--- config.mk ---
export PLATFORM = sky130hd
export DESIGN_NAME = button_debounce_click_and_rgb_pwm
export DESIGN_NICKNAME = d
export VERILOG_FILES = /design/src/rtl/bdrgb_pkg.sv /design/src/rtl/bdrgb_pwm.sv /design/src/rtl/bdrgb_button.sv /design/src/rtl/button_debounce_click_and_rgb_pwm.sv
export VERILOG_INCLUDE_DIRS = /design/src /design/src/rtl
export SDC_FILE = /design/constraint.sdc
export NUM_CORES = 1
export LEC_CHECK = 0
export BUFFER_PORTS_ARGS = -buffer_cell sky130_fd_sc_hd__buf_2
export CORE_ASPECT_RATIO = 1.75
export CORE_UTILIZATION = 60
export CTS_CLUSTER_DIAMETER = 30
export CTS_CLUSTER_SIZE = 24
export DETAILED_ROUTE_END_ITERATION = 8
export GPL_ROUTABILITY_DRIVEN = 1
export HOLD_SLACK_MARGIN = 0.08
export PLACE_DENSITY = 0.79
export SLEW_MARGIN = 25
export SYNTH_ARGS = -nofsm -noshare
export SYNTH_HDL_FRONTEND = slang
export SYNTH_SLANG_ARGS = --single-unit
--- constraint.sdc ---
create_clock -name aclk -period 11.2 [get_ports aclk]
set_input_delay 1.12 -clock aclk [delete_from_list [all_inputs] [get_ports aclk]]
set_output_delay 1.12 -clock aclk [all_outputs]
set_load 0.03 [all_outputs]
--- src/rtl/button_debounce_click_and_rgb_pwm_defines.svh ---
// assertion macros for the button debounce and rgb pwm block
// no dependencies; included by the top level
`ifndef BUTTON_DEBOUNCE_CLICK_AND_RGB_PWM_DEFINES_SVH
`define BUTTON_DEBOUNCE_CLICK_AND_RGB_PWM_DEFINES_SVH
`ifndef SYNTH
`define BDRGB_ASSERT(lbl, prop, msg) \
    lbl: assert property (@(posedge aclk) disable iff (!aresetn) prop) else $error(msg);
`define BDRGB_ASSERT_RST(lbl, prop, msg) \
    lbl: assert property (@(posedge aclk) prop) else $error(msg);
`else
`define BDRGB_ASSERT(lbl, prop, msg)
`define BDRGB_ASSERT_RST(lbl, prop, msg)
`endif
`endif

--- src/rtl/bdrgb_pkg.sv ---
// shared types and constants for the button debounce and rgb pwm block
// no dependencies
`timescale 1ns / 1ps

package bdrgb_pkg;

    localparam int unsigned CFG_INDEX_W = 8;

    localparam logic [CFG_INDEX_W-1:0] REG_DIM_ENABLE    = 8'd0;
    localparam logic [CFG_INDEX_W-1:0] REG_BUTTON_ENABLE = 8'd1;
    localparam logic [CFG_INDEX_W-1:0] REG_PWM_PERIOD    = 8'd2;
    localparam logic [CFG_INDEX_W-1:0] REG_RED_DUTY      = 8'd3;
    localparam logic [CFG_INDEX_W-1:0] REG_GREEN_DUTY    = 8'd4;
    localparam logic [CFG_INDEX_W-1:0] REG_BLUE_DUTY     = 8'd5;
    localparam logic [CFG_INDEX_W-1:0] REG_DEBOUNCE      = 8'd6;
    localparam logic [CFG_INDEX_W-1:0] REG_LONG_PRESS    = 8'd7;

    localparam logic [7:0]  PWM_PERIOD_RST = 8'd5;
    localparam logic [15:0] DEBOUNCE_RST   = 16'd10;
    localparam logic [15:0] LONG_PRESS_RST = 16'd500;

    localparam logic [1:0] EVT_NONE  = 2'd0;
    localparam logic [1:0] EVT_CLICK = 2'd1;
    localparam logic [1:0] EVT_LONG  = 2'd2;

    typedef struct packed {
        logic [31:0] tick_time;
        logic        button_raw;
    } in_t;

    typedef struct packed {
        logic       red_on;
        logic       green_on;
        logic       blue_on;
        logic       button_level;
        logic [1:0] button_event;
    } out_t;

    typedef struct packed {
        logic        dim_enable;
        logic        button_enable;
        logic [7:0]  pwm_period;
        logic [7:0]  red_duty;
        logic [7:0]  green_duty;
        logic [7:0]  blue_duty;
        logic [15:0] debounce_ticks;
        logic [15:0] long_press_ticks;
    } cfg_t;

endpackage

--- src/rtl/bdrgb_pwm.sv ---
// three-channel soft pwm: epoch and led state registers with next-led logic
// depends on bdrgb_pkg
`timescale 1ns / 1ps

module bdrgb_pwm (
    input  logic              aclk,
    input  logic              aresetn,
    input  logic              advance,
    input  logic [31:0]       tick_time,
    input  bdrgb_pkg::cfg_t   cfg,
    output logic [2:0]        led_next
);

    logic [31:0] pwm_epoch_reg, pwm_epoch_next;
    logic [2:0]  led_states_reg;
    logic [31:0] elapsed;
    logic        restart;
    logic [31:0] el;

    always_comb begin
        elapsed        = tick_time - pwm_epoch_reg;
        restart        = elapsed > {24'd0, cfg.pwm_period};
        el             = restart ? 32'd0 : elapsed;
        pwm_epoch_next = pwm_epoch_reg;
        led_next       = led_states_reg;
        if (cfg.dim_enable) begin
            pwm_epoch_next = restart ? tick_time : pwm_epoch_reg;
            led_next[0]    = el < {24'd0, cfg.red_duty};
            led_next[1]    = el < {24'd0, cfg.green_duty};
            led_next[2]    = el < {24'd0, cfg.blue_duty};
        end
    end

    always_ff @(posedge aclk) begin
        if (!aresetn) begin
            pwm_epoch_reg  <= 32'd0;
            led_states_reg <= 3'd0;
        end else if (advance) begin
            pwm_epoch_reg  <= pwm_epoch_next;
            led_states_reg <= led_next;
        end
    end

endmodule

--- src/rtl/bdrgb_button.sv ---
// button debounce and click / long-press classification
// depends on bdrgb_pkg
`timescale 1ns / 1ps

module bdrgb_button (
    input  logic              aclk,
    input  logic              aresetn,
    input  logic              advance,
    input  logic [31:0]       tick_time,
    input  logic              button_raw,
    input  bdrgb_pkg::cfg_t   cfg,
    output logic              level_next,
    output logic [1:0]        event_next
);

    logic        stable_level_reg;
    logic [31:0] last_agree_reg, last_agree_next;
    logic [31:0] press_start_reg, press_start_next;
    logic        settled;
    logic        differs;
    logic [31:0] press_len;
    logic [31:0] long_ticks;

    always_comb begin
        settled          = (tick_time - last_agree_reg) > {16'd0, cfg.debounce_ticks};
        differs          = button_raw != stable_level_reg;
        press_len        = tick_time - press_start_reg;
        long_ticks       = {16'd0, cfg.long_press_ticks};
        level_next       = stable_level_reg;
        last_agree_next  = last_agree_reg;
        press_start_next = press_start_reg;
        event_next       = bdrgb_pkg::EVT_NONE;
        if (cfg.button_enable) begin
            if (settled && differs) begin
                level_next = button_raw;
                if (!button_raw) begin
                    press_start_next = tick_time;
                end else if (press_len < long_ticks) begin
                    event_next = bdrgb_pkg::EVT_CLICK;
                end else if (press_len > long_ticks) begin
                    event_next = bdrgb_pkg::EVT_LONG;
                end
            end else if (!differs) begin
                last_agree_next = tick_time;
            end
        end
    end

    always_ff @(posedge aclk) begin
        if (!aresetn) begin
            stable_level_reg <= 1'b1;
            last_agree_reg   <= 32'd0;
            press_start_reg  <= 32'd0;
        end else if (advance) begin
            stable_level_reg <= level_next;
            last_agree_reg   <= last_agree_next;
            press_start_reg  <= press_start_next;
        end
    end

endmodule

--- src/rtl/button_debounce_click_and_rgb_pwm.sv ---
// top level: button debounce with click classification and rgb soft pwm
// input channel s_*, result channel m_*, register write channel cfg_*
// a beat on s_data carries one tick: 32-bit time and the raw active-low level
// a beat on m_data carries the three led states, the debounced level and event
// cfg_index selects the register (0..7), other indexes are dropped
// cfg_ready is always high; the user writes registers only while the block is
// idle, which the block itself does not enforce; an accepted beat lands in an
// input register; once the output register is free or m_ready is high, the pwm
// and debounce logic run on it and load the result into the output register
// throughput: one beat per cycle while m_ready is high, set by the single
// logic pass between the input and output registers, which also updates the
// pwm and button state; when m_ready is low the result holds and the input
// register still fills; s_ready drops only when both registers are full
// reset clears both valid flags and restores the register and state defaults
`timescale 1ns / 1ps

`include "button_debounce_click_and_rgb_pwm_defines.svh"

module button_debounce_click_and_rgb_pwm (
    input  logic                                aclk,
    input  logic                                aresetn,
    input  logic                                s_valid,
    output logic                                s_ready,
    input  bdrgb_pkg::in_t                      s_data,
    output logic                                m_valid,
    input  logic                                m_ready,
    output bdrgb_pkg::out_t                     m_data,
    input  logic                                cfg_valid,
    output logic                                cfg_ready,
    input  logic [bdrgb_pkg::CFG_INDEX_W-1:0]   cfg_index,
    input  logic [31:0]                         cfg_data
);

    bdrgb_pkg::cfg_t cfg_reg;
    bdrgb_pkg::in_t  in_data_reg;
    logic            in_valid_reg;
    bdrgb_pkg::out_t out_data_reg, out_data_next;
    logic            out_valid_reg;
    logic            advance;
    logic [2:0]      led_next;
    logic            level_next;
    logic [1:0]      event_next;

    assign cfg_ready = 1'b1;
    assign advance   = in_valid_reg && (!out_valid_reg || m_ready);
    assign s_ready   = !in_valid_reg || advance;
    assign m_valid   = out_valid_reg;
    assign m_data    = out_data_reg;

    // register file
    always_ff @(posedge aclk) begin
        if (!aresetn) begin
            cfg_reg.dim_enable       <= 1'b0;
            cfg_reg.button_enable    <= 1'b0;
            cfg_reg.pwm_period       <= bdrgb_pkg::PWM_PERIOD_RST;
            cfg_reg.red_duty         <= 8'd0;
            cfg_reg.green_duty       <= 8'd0;
            cfg_reg.blue_duty        <= 8'd0;
            cfg_reg.debounce_ticks   <= bdrgb_pkg::DEBOUNCE_RST;
            cfg_reg.long_press_ticks <= bdrgb_pkg::LONG_PRESS_RST;
        end else if (cfg_valid && cfg_ready) begin
            unique case (cfg_index)
                bdrgb_pkg::REG_DIM_ENABLE:    cfg_reg.dim_enable       <= cfg_data[0];
                bdrgb_pkg::REG_BUTTON_ENABLE: cfg_reg.button_enable    <= cfg_data[0];
                bdrgb_pkg::REG_PWM_PERIOD:    cfg_reg.pwm_period       <= cfg_data[7:0];
                bdrgb_pkg::REG_RED_DUTY:      cfg_reg.red_duty         <= cfg_data[7:0];
                bdrgb_pkg::REG_GREEN_DUTY:    cfg_reg.green_duty       <= cfg_data[7:0];
                bdrgb_pkg::REG_BLUE_DUTY:     cfg_reg.blue_duty        <= cfg_data[7:0];
                bdrgb_pkg::REG_DEBOUNCE:      cfg_reg.debounce_ticks   <= cfg_data[15:0];
                bdrgb_pkg::REG_LONG_PRESS:    cfg_reg.long_press_ticks <= cfg_data[15:0];
                default: ;
            endcase
        end
    end

    // input register
    always_ff @(posedge aclk) begin
        if (!aresetn) begin
            in_valid_reg <= 1'b0;
        end else if (s_valid && s_ready) begin
            in_valid_reg <= 1'b1;
        end else if (advance) begin
            in_valid_reg <= 1'b0;
        end
    end

    always_ff @(posedge aclk) begin
        if (s_valid && s_ready) begin
            in_data_reg <= s_data;
        end
    end

    bdrgb_pwm u_pwm (
        .aclk      (aclk),
        .aresetn   (aresetn),
        .advance   (advance),
        .tick_time (in_data_reg.tick_time),
        .cfg       (cfg_reg),
        .led_next  (led_next)
    );

    bdrgb_button u_button (
        .aclk       (aclk),
        .aresetn    (aresetn),
        .advance    (advance),
        .tick_time  (in_data_reg.tick_time),
        .button_raw (in_data_reg.button_raw),
        .cfg        (cfg_reg),
        .level_next (level_next),
        .event_next (event_next)
    );

    always_comb begin
        out_data_next.red_on       = led_next[0];
        out_data_next.green_on     = led_next[1];
        out_data_next.blue_on      = led_next[2];
        out_data_next.button_level = level_next;
        out_data_next.button_event = event_next;
    end

    // output register
    always_ff @(posedge aclk) begin
        if (!aresetn) begin
            out_valid_reg <= 1'b0;
        end else if (advance) begin
            out_valid_reg <= 1'b1;
        end else if (m_ready) begin
            out_valid_reg <= 1'b0;
        end
    end

    always_ff @(posedge aclk) begin
        if (advance) begin
            out_data_reg <= out_data_next;
        end
    end

    `BDRGB_ASSERT_RST(a_reset_clears_out, !aresetn |=> !m_valid, "result valid after reset")
    `BDRGB_ASSERT(a_no_repeat, (m_valid && m_ready && !advance) |=> !m_valid, "result repeated")
    `BDRGB_ASSERT(a_event_on_release, (m_valid && m_data.button_event != bdrgb_pkg::EVT_NONE) |-> m_data.button_level, "event while pressed")
    `BDRGB_ASSERT(a_disabled_no_event, (advance && !cfg_reg.button_enable) |=> (m_data.button_event == bdrgb_pkg::EVT_NONE), "event with button disabled")

endmodule

Word-level counts from Yosys, hierarchy flattened
Cells that the tools add are included.
{"block": "word_totals", "regBits": 207, "input_bits": 78, "out_inout_bits": 9, "wordCells": 78}
{"block": "classes", "addsub": 3, "magnitude_cmp": 7, "eq_ne": 8, "muxes": 10, "n_bitwise": 4, "n_reduce_logical": 23}
{"operator": "$lt 32x8->1", "n": 3}
{"operator": "$sub 32x32->32", "n": 3}
{"operator": "$gt 32x16->1", "n": 2}
{"operator": "$eq 8x3->1 const B", "n": 4}
{"operator": "$gt 32x8->1", "n": 1}
{"operator": "$lt 32x16->1", "n": 1}
{"operator": "$mux 32", "n": 1}
{"operator": "$eq 8x2->1 const B", "n": 2}
{"operator": "$reduce_and 2->1", "n": 8}
{"operator": "$eq 8x1->1 const B", "n": 1}
{"operator": "$logic_not 8->1", "n": 1}
{"operator": "$reduce_and 4->1", "n": 2}
{"operator": "$mux 1", "n": 7}
{"operator": "$reduce_and 3->1", "n": 2}
{"operator": "$not 1->1", "n": 4}
{"operator": "$reduce_bool 2->1", "n": 2}
{"operator": "$reduce_or 4->1", "n": 1}
{"operator": "$logic_and 1x1->1", "n": 3}
{"operator": "$mux 3", "n": 1}
{"operator": "$logic_not 1->1", "n": 2}
{"operator": "$logic_or 1x1->1", "n": 2}
{"operator": "$mux 2", "n": 1}
{"operator": "$ne 1x1->1", "n": 1}

Depth between registers and ports, before layout
{"block": "logic_depth", "depth_word": 6, "depth_mapped": 26, "depth_no_buf": 26}

Hierarchy
From an unflattened synthesis, not the netlist that was laid out.
{"block": "unflattened", "hier_cells": 1859, "area_unflattened_um2": 15479.8}
{"mod": "bdrgb_button", "n_inst": 1, "cells_per_inst": 988, "area_each_um2": 7149.4, "seq_area_each_um2": 1301.2}
{"mod": "bdrgb_pwm", "n_inst": 1, "cells_per_inst": 564, "area_each_um2": 4511.8, "seq_area_each_um2": 700.7}
{"mod": "button_debounce_click_and_rgb_pwm", "n_inst": 1, "cells_per_inst": 307, "area_each_um2": 3818.7, "seq_area_each_um2": 2532.4}

Worst setup path after synthesis
OpenSTA, ideal clock, no wires.
{"block": "synth_path", "path_type": "reg2reg", "start": "reg in_data_reg[1] in the netlist's numbering", "end": "reg u_pwm.led_states_reg[1]", "setup_time_ns": 0.074, "arrival_time_ns": 5.207, "required_ns": 11.126, "slack_ns": 5.919, "stages_incl_launch_ff": 25, "n_path_buf": 0, "synth_period_minus_slack_ns": 5.281, "path_cell_list": "edfxtp_1 > inv_1 > ha_1 > inv_1 > fa_1 > a211oi_1 > o21ai_0 > xor2_1 > ha_1 > a21oi_1 > nand2_1 > a21o_1 > o22ai_1 > o211ai_1 > nor4_1 > and4_1 > nand4_1 > a2111o_1 > nor2b_1 > ha_1 > a21o_1 > a221o_1 > or4_1 > o22a_1 > a31oi_1"}
{"block": "synth_between", "elab_chain_cells": 5}
{"item": "start: declaration", "line": "button_debounce_click_and_rgb_pwm.sv:35", "rtl": "bdrgb_pkg::in_t in_data_reg;"}
{"item": "start signal: assignment", "line": "button_debounce_click_and_rgb_pwm.sv:89", "rtl": "in_data_reg <= s_data;"}
{"item": "$sub 32x32->32 (*)", "line": "bdrgb_pwm.sv:21", "rtl": "elapsed = tick_time - pwm_epoch_reg;"}
{"item": "$gt 32x8->1", "line": "bdrgb_pwm.sv:22", "rtl": "restart = elapsed > {24'd0, cfg.pwm_period};"}
{"item": "$mux 32 (*)", "line": "bdrgb_pwm.sv:23", "rtl": "el = restart ? 32'd0 : elapsed;"}
{"item": "$lt 32x8->1 (*)", "line": "bdrgb_pwm.sv:29", "rtl": "led_next[1] = el < {24'd0, cfg.green_duty};"}
{"item": "$mux 3 (*)", "line": "bdrgb_pwm.sv:26", "rtl": "if (cfg.dim_enable) begin"}
{"item": "end signal: assignment", "line": "bdrgb_pwm.sv:40", "rtl": "led_states_reg <= led_next;"}
{"item": "end: declaration", "line": "bdrgb_pwm.sv:15", "rtl": "logic [2:0] led_states_reg;"}
Every way passes the cells marked *; elsewhere a longest branch is shown, timed or not.
A chain may end at the register's enable or synchronous reset.

Worst setup path in the final report
Ends and elaborated chain as after synthesis.

==> run metrics <==
switching portion of total power=28.6%; Synth warnings=0; number of sinks driven by the clock tree=between 200 and 250; post-route minimum period=6280 ps; hold buffer count at cts=0; average cell area after synthesis=7.99 sq um; crit-path cells=inv_1, ha_1, inv_1, fa_1, a211oi_1, o21ai_0, xor2_1, ha_1, a21oi_1, nand2_1, a21o_1, o22ai_1, o211ai_1, nor4_1, and4_1, nand4_1, a2111o_1, nor2b_1, ha_1, and3_1, a221o_1, or4_1, o22a_1, a31oi_1; number of enable-type register cells in the synthesized netlist=39; number of storage elements in the synthesis netlist=207; max-cap violations=0; critical path capture point type=register; port bufs=69; Slowest cell on crit path=sky130_fd_sc_hd__or4_1; buffer depth of the longest clock path=3; maximum number of pins on one net before global-route repair=100; worst endpoint data arrival time=roughly 6800 ps; net count of the finished layout=2204; Chip Height=214 microns; area post-placement=roughly 0.016 sq mm; total global routing track utilization=34.7%; relative contribution of combinational cells to total power=14.9%; routability-driven placement congestion ratio=1.00; end point of the worst hold path=u_button.last_agree_reg[27]; starting utilization of the core area=61.1%; VDD IR-drop max=around 140 uV; clock latency of the later-clocked register in the worst-skew pair=540 ps; remaining design rule violation count=0; max-slew violation count=0; number of fill cells in the layout=2131; buffers inserted by post-CTS timing repair=0; Resized Gates After CTS=0; type of element launching the critical path=register; routed wire length per instance=19.5 microns; dpl ws=5000 ps; P per Cell Area=127 mW/mm^2; net load switching power=between 600 and 700 uW; Seq/Total Area, Yosys=29.3%; Pre-antenna DRT Iters=5; clock power share=49.2%; register share of total power=35.9%; clock transition at the register clock pins on the worst setup and hold paths after CTS=60 ps; die width=123 microns; worst hold-check path type=register to register; sum of negative setup slack=0 ps; post-synthesis instance total=1936; Hold Vio Cnt, Final=0; critical path's largest stage delay=500 ps; Area Growth Syn to Fin=10.9%; required arrival time at the worst endpoint=11670 ps; combined area of all synthesized cells=approximately 0.015 sq mm; HPWL after detailed placement=34500 microns; max frequency=0.159 GHz; master cell of the clock root buffer=sky130_fd_sc_hd__clkbuf_16; Crit Reg-Reg Startpoint=in_data_reg[1]; setup slack of the most critical reg-to-reg path=4920 ps; number of nets in the synthesized netlist=about 2200; total CTS buffers=34; post-route design area=0.0172 sq mm; number of stages on the worst hold path=2; core area=0.0253 sq mm; CTS tree=yes; fraction of layout cells with a size suffix above 1=around 8.2%; first-pass GRT wire length=slightly above 70000 microns; leakage dissipation=0.00688 uW; violation count after the first detailed-route iteration=872; Top-Level Pins=87; total buffers and inverters traversed by the critical path=2; startpoint of the lowest-slack hold path=u_button.last_agree_reg[27]; r2r endpoint=u_pwm.led_states_reg[1]; flip-flop count of the largest register after layout=66; worst clock skew on the final layout=between 15 and 20 ps; Max FO, Critical Path=6; slew of the pin with the lowest slew margin=1070 ps; detailed-route vias per instance=between 6 and 7; share of the clock period used by the worst path after layout=56.1%; setup slack of the critical path after layout=4920 ps; path depth of the worst reg2reg path=24; worst slew slack as a fraction of its limit=between 20% and 30%; Synth cell types=80; Internal Pwr Total=1560 uW; kind of critical path=register to register; number of antenna-violating nets in the routed design=0; primary flip-flop cell chosen by synthesis mapping=sky130_fd_sc_hd__dfxtp_1; CTS HTree Levels=2; run status=finished, final reports clean; cell type with the highest occurrence count on the critical path=sky130_fd_sc_hd__ha_1; via count of the first global-routing pass=14400; GRT overflow=0; post-layout util=67.7%; post-synthesis async set-or-reset flop share=0%; die area=0.0265 sq mm; antenna violations before repair=1; Vias=14400; FP Rows=77; unrepaired setup endpoints after global routing=false; Total Wirelength=around 45000 microns; final setup fails=0; kind of cell adding the most delay to the critical path=compound AO/OA/AOI/OAI gates
cells in the mapped netlist (16+ instances only):
master / number / share of area [%]
sky130_fd_sc_hd__nor3_1: 26 / 0.84
sky130_fd_sc_hd__clkbuf_1: 66 / 1.6
sky130_fd_sc_hd__nand4_1: 30 / 1.2
sky130_fd_sc_hd__a21o_1: 46 / 2.2
sky130_fd_sc_hd__mux2i_1: 121 / 7.8
sky130_fd_sc_hd__o21ai_0: 70 / 2.3
sky130_fd_sc_hd__inv_1: 189 / 4.6
sky130_fd_sc_hd__a31oi_1: 16 / 0.65
sky130_fd_sc_hd__nor2b_1: 20 / 0.81
sky130_fd_sc_hd__ha_1: 151 / 12
sky130_fd_sc_hd__xnor2_1: 31 / 1.8
sky130_fd_sc_hd__a211oi_1: 22 / 1.1
sky130_fd_sc_hd__a21oi_1: 154 / 5.0
sky130_fd_sc_hd__nor2_1: 132 / 3.2
sky130_fd_sc_hd__dfxtp_1: 168 / 22
sky130_fd_sc_hd__nand3_1: 47 / 1.5
sky130_fd_sc_hd__o21a_1: 27 / 1.3
sky130_fd_sc_hd__edfxtp_1: 39 / 7.6
sky130_fd_sc_hd__o211ai_1: 31 / 1.5
sky130_fd_sc_hd__nand2_1: 271 / 6.6
sky130_fd_sc_hd__and3_1: 18 / 0.73
kinds of logic (layout without fill, tap and decap cells):
| family | count (synthesis) | in the layout | share of synthesized area (%) |
|---|---|---|---|
| AO/OA/AOI/OAI | 493 | 493 | 21.2 |
| XOR/XNOR | 45 | 45 | 2.55 |
| adder cells (fa/ha/maj) | 154 | 154 | 12.6 |
| buffers and inverters | 271 | 333 | 6.92 |
| flip-flops | 207 | 207 | 29.3 |
| multiplexers | 123 | 123 | 7.97 |
| other | 1 | 2 | 0.0242 |
| AND/OR/NAND/NOR | 642 | 642 | 19.5 |
layout by cell type (no fill, tap or decap), drive strengths merged, types with 14 or more instances in the layout:
master | synthesis | layout
a211oi | 23 | 23
a21o | 46 | 46
a21oi | 154 | 154
a31oi | 16 | 16
and2 | 15 | 15
and3 | 18 | 18
buf | 16 | 82
clkbuf | 66 | 42
dfxtp | 168 | 168
edfxtp | 39 | 39
ha | 151 | 151
inv | 189 | 197
mux2i | 121 | 121
nand2 | 271 | 271
nand3 | 47 | 47
nand4 | 30 | 30
nor2 | 132 | 132
nor2b | 20 | 20
nor3 | 26 | 26
o211ai | 31 | 31
o21a | 27 | 27
o21ai | 73 | 73
xnor2 | 31 | 31
xor2 | 14 | 14
power by group through the flow:
stage	clock network [uW]	logic, uW	registers, uW
6_report	1080	326	785
5_1_grt	1120	359	785
4_1_cts	1080	320	784
3_5_place_dp	0	318	800
3_3_place_gp	0	311	800
2_1_floorplan	0	227	794
per-stage QoR:
step	hold WS, ps	instances	total power (uW)
floorplan	435	1936	1020
global placement	441	2251	1110
detailed placement	447	2251	1120
CTS	454	2313	2190
global route	474	2314	2260
finish	452	2315	2190
routing by layer:
| layer | global-route usage [%] | part of all wire, % | wire length [microns] | up-vias |
|---|---|---|---|---|
| met4 | 27.7 | 9.2 | 4160 | 0 |
| met3 | 6.25 | 4.9 | 2200 | 209 |
| li1 | - | - | - | 6999 |
| met1 | 34.3 | 36 | 16300 | 6692 |
| met2 | 61.7 | 50 | 22500 | 496 |
| met5 | 0 | 0 | 0 | - |
how the worst max path moves through the flow:
stage,startpoint,endpoint,slack [ps],depth (start not counted)
after floorplan,in_data_reg[1],u_pwm.led_states_reg[1],5920,24
after global placement,in_data_reg[1],u_pwm.led_states_reg[1],5090,24
after detailed placement,in_data_reg[1],u_pwm.led_states_reg[1],5000,24
after CTS,in_data_reg[1],u_pwm.led_states_reg[1],4970,24
after global routing,in_data_reg[1],m_data[4],4530,24
final,in_data_reg[1],u_pwm.led_states_reg[1],4920,24
final cells by class:
cell class / instances / area, sq um / area share (%)
Inverter: 189 / 709 / 4.13
Timing Repair Buffer: 82 / 449 / 2.62
Multi-Input combinational cell: 1458 / 9890 / 57.6
Clock buffer: 42 / 953 / 5.56
Clock inverter: 20 / 228 / 1.33
Antenna cell: 1 / 2.50 / 0.0146
Sequential cell: 207 / 4530 / 26.4
Tap cell: 316 / 395 / 2.30
worst register-to-register path, stage by stage (launching register included):
cell	delay, ps
sky130_fd_sc_hd__edfxtp_1	400
sky130_fd_sc_hd__inv_1	190
sky130_fd_sc_hd__ha_1	240
sky130_fd_sc_hd__inv_1	70
sky130_fd_sc_hd__fa_1	410
sky130_fd_sc_hd__a211oi_1	310
sky130_fd_sc_hd__o21ai_0	280
sky130_fd_sc_hd__xor2_1	230
sky130_fd_sc_hd__ha_1	350
sky130_fd_sc_hd__a21oi_1	150
sky130_fd_sc_hd__nand2_1	70
sky130_fd_sc_hd__a21o_1	170
sky130_fd_sc_hd__o22ai_1	220
sky130_fd_sc_hd__o211ai_1	140
sky130_fd_sc_hd__nor4_1	170
sky130_fd_sc_hd__and4_1	230
sky130_fd_sc_hd__nand4_1	90
sky130_fd_sc_hd__a2111o_1	440
sky130_fd_sc_hd__nor2b_1	290
sky130_fd_sc_hd__ha_1	300
sky130_fd_sc_hd__and3_1	210
sky130_fd_sc_hd__a221o_1	320
sky130_fd_sc_hd__or4_1	500
sky130_fd_sc_hd__o22a_1	250
sky130_fd_sc_hd__a31oi_1	160
(Power assumes the default switching activity.)
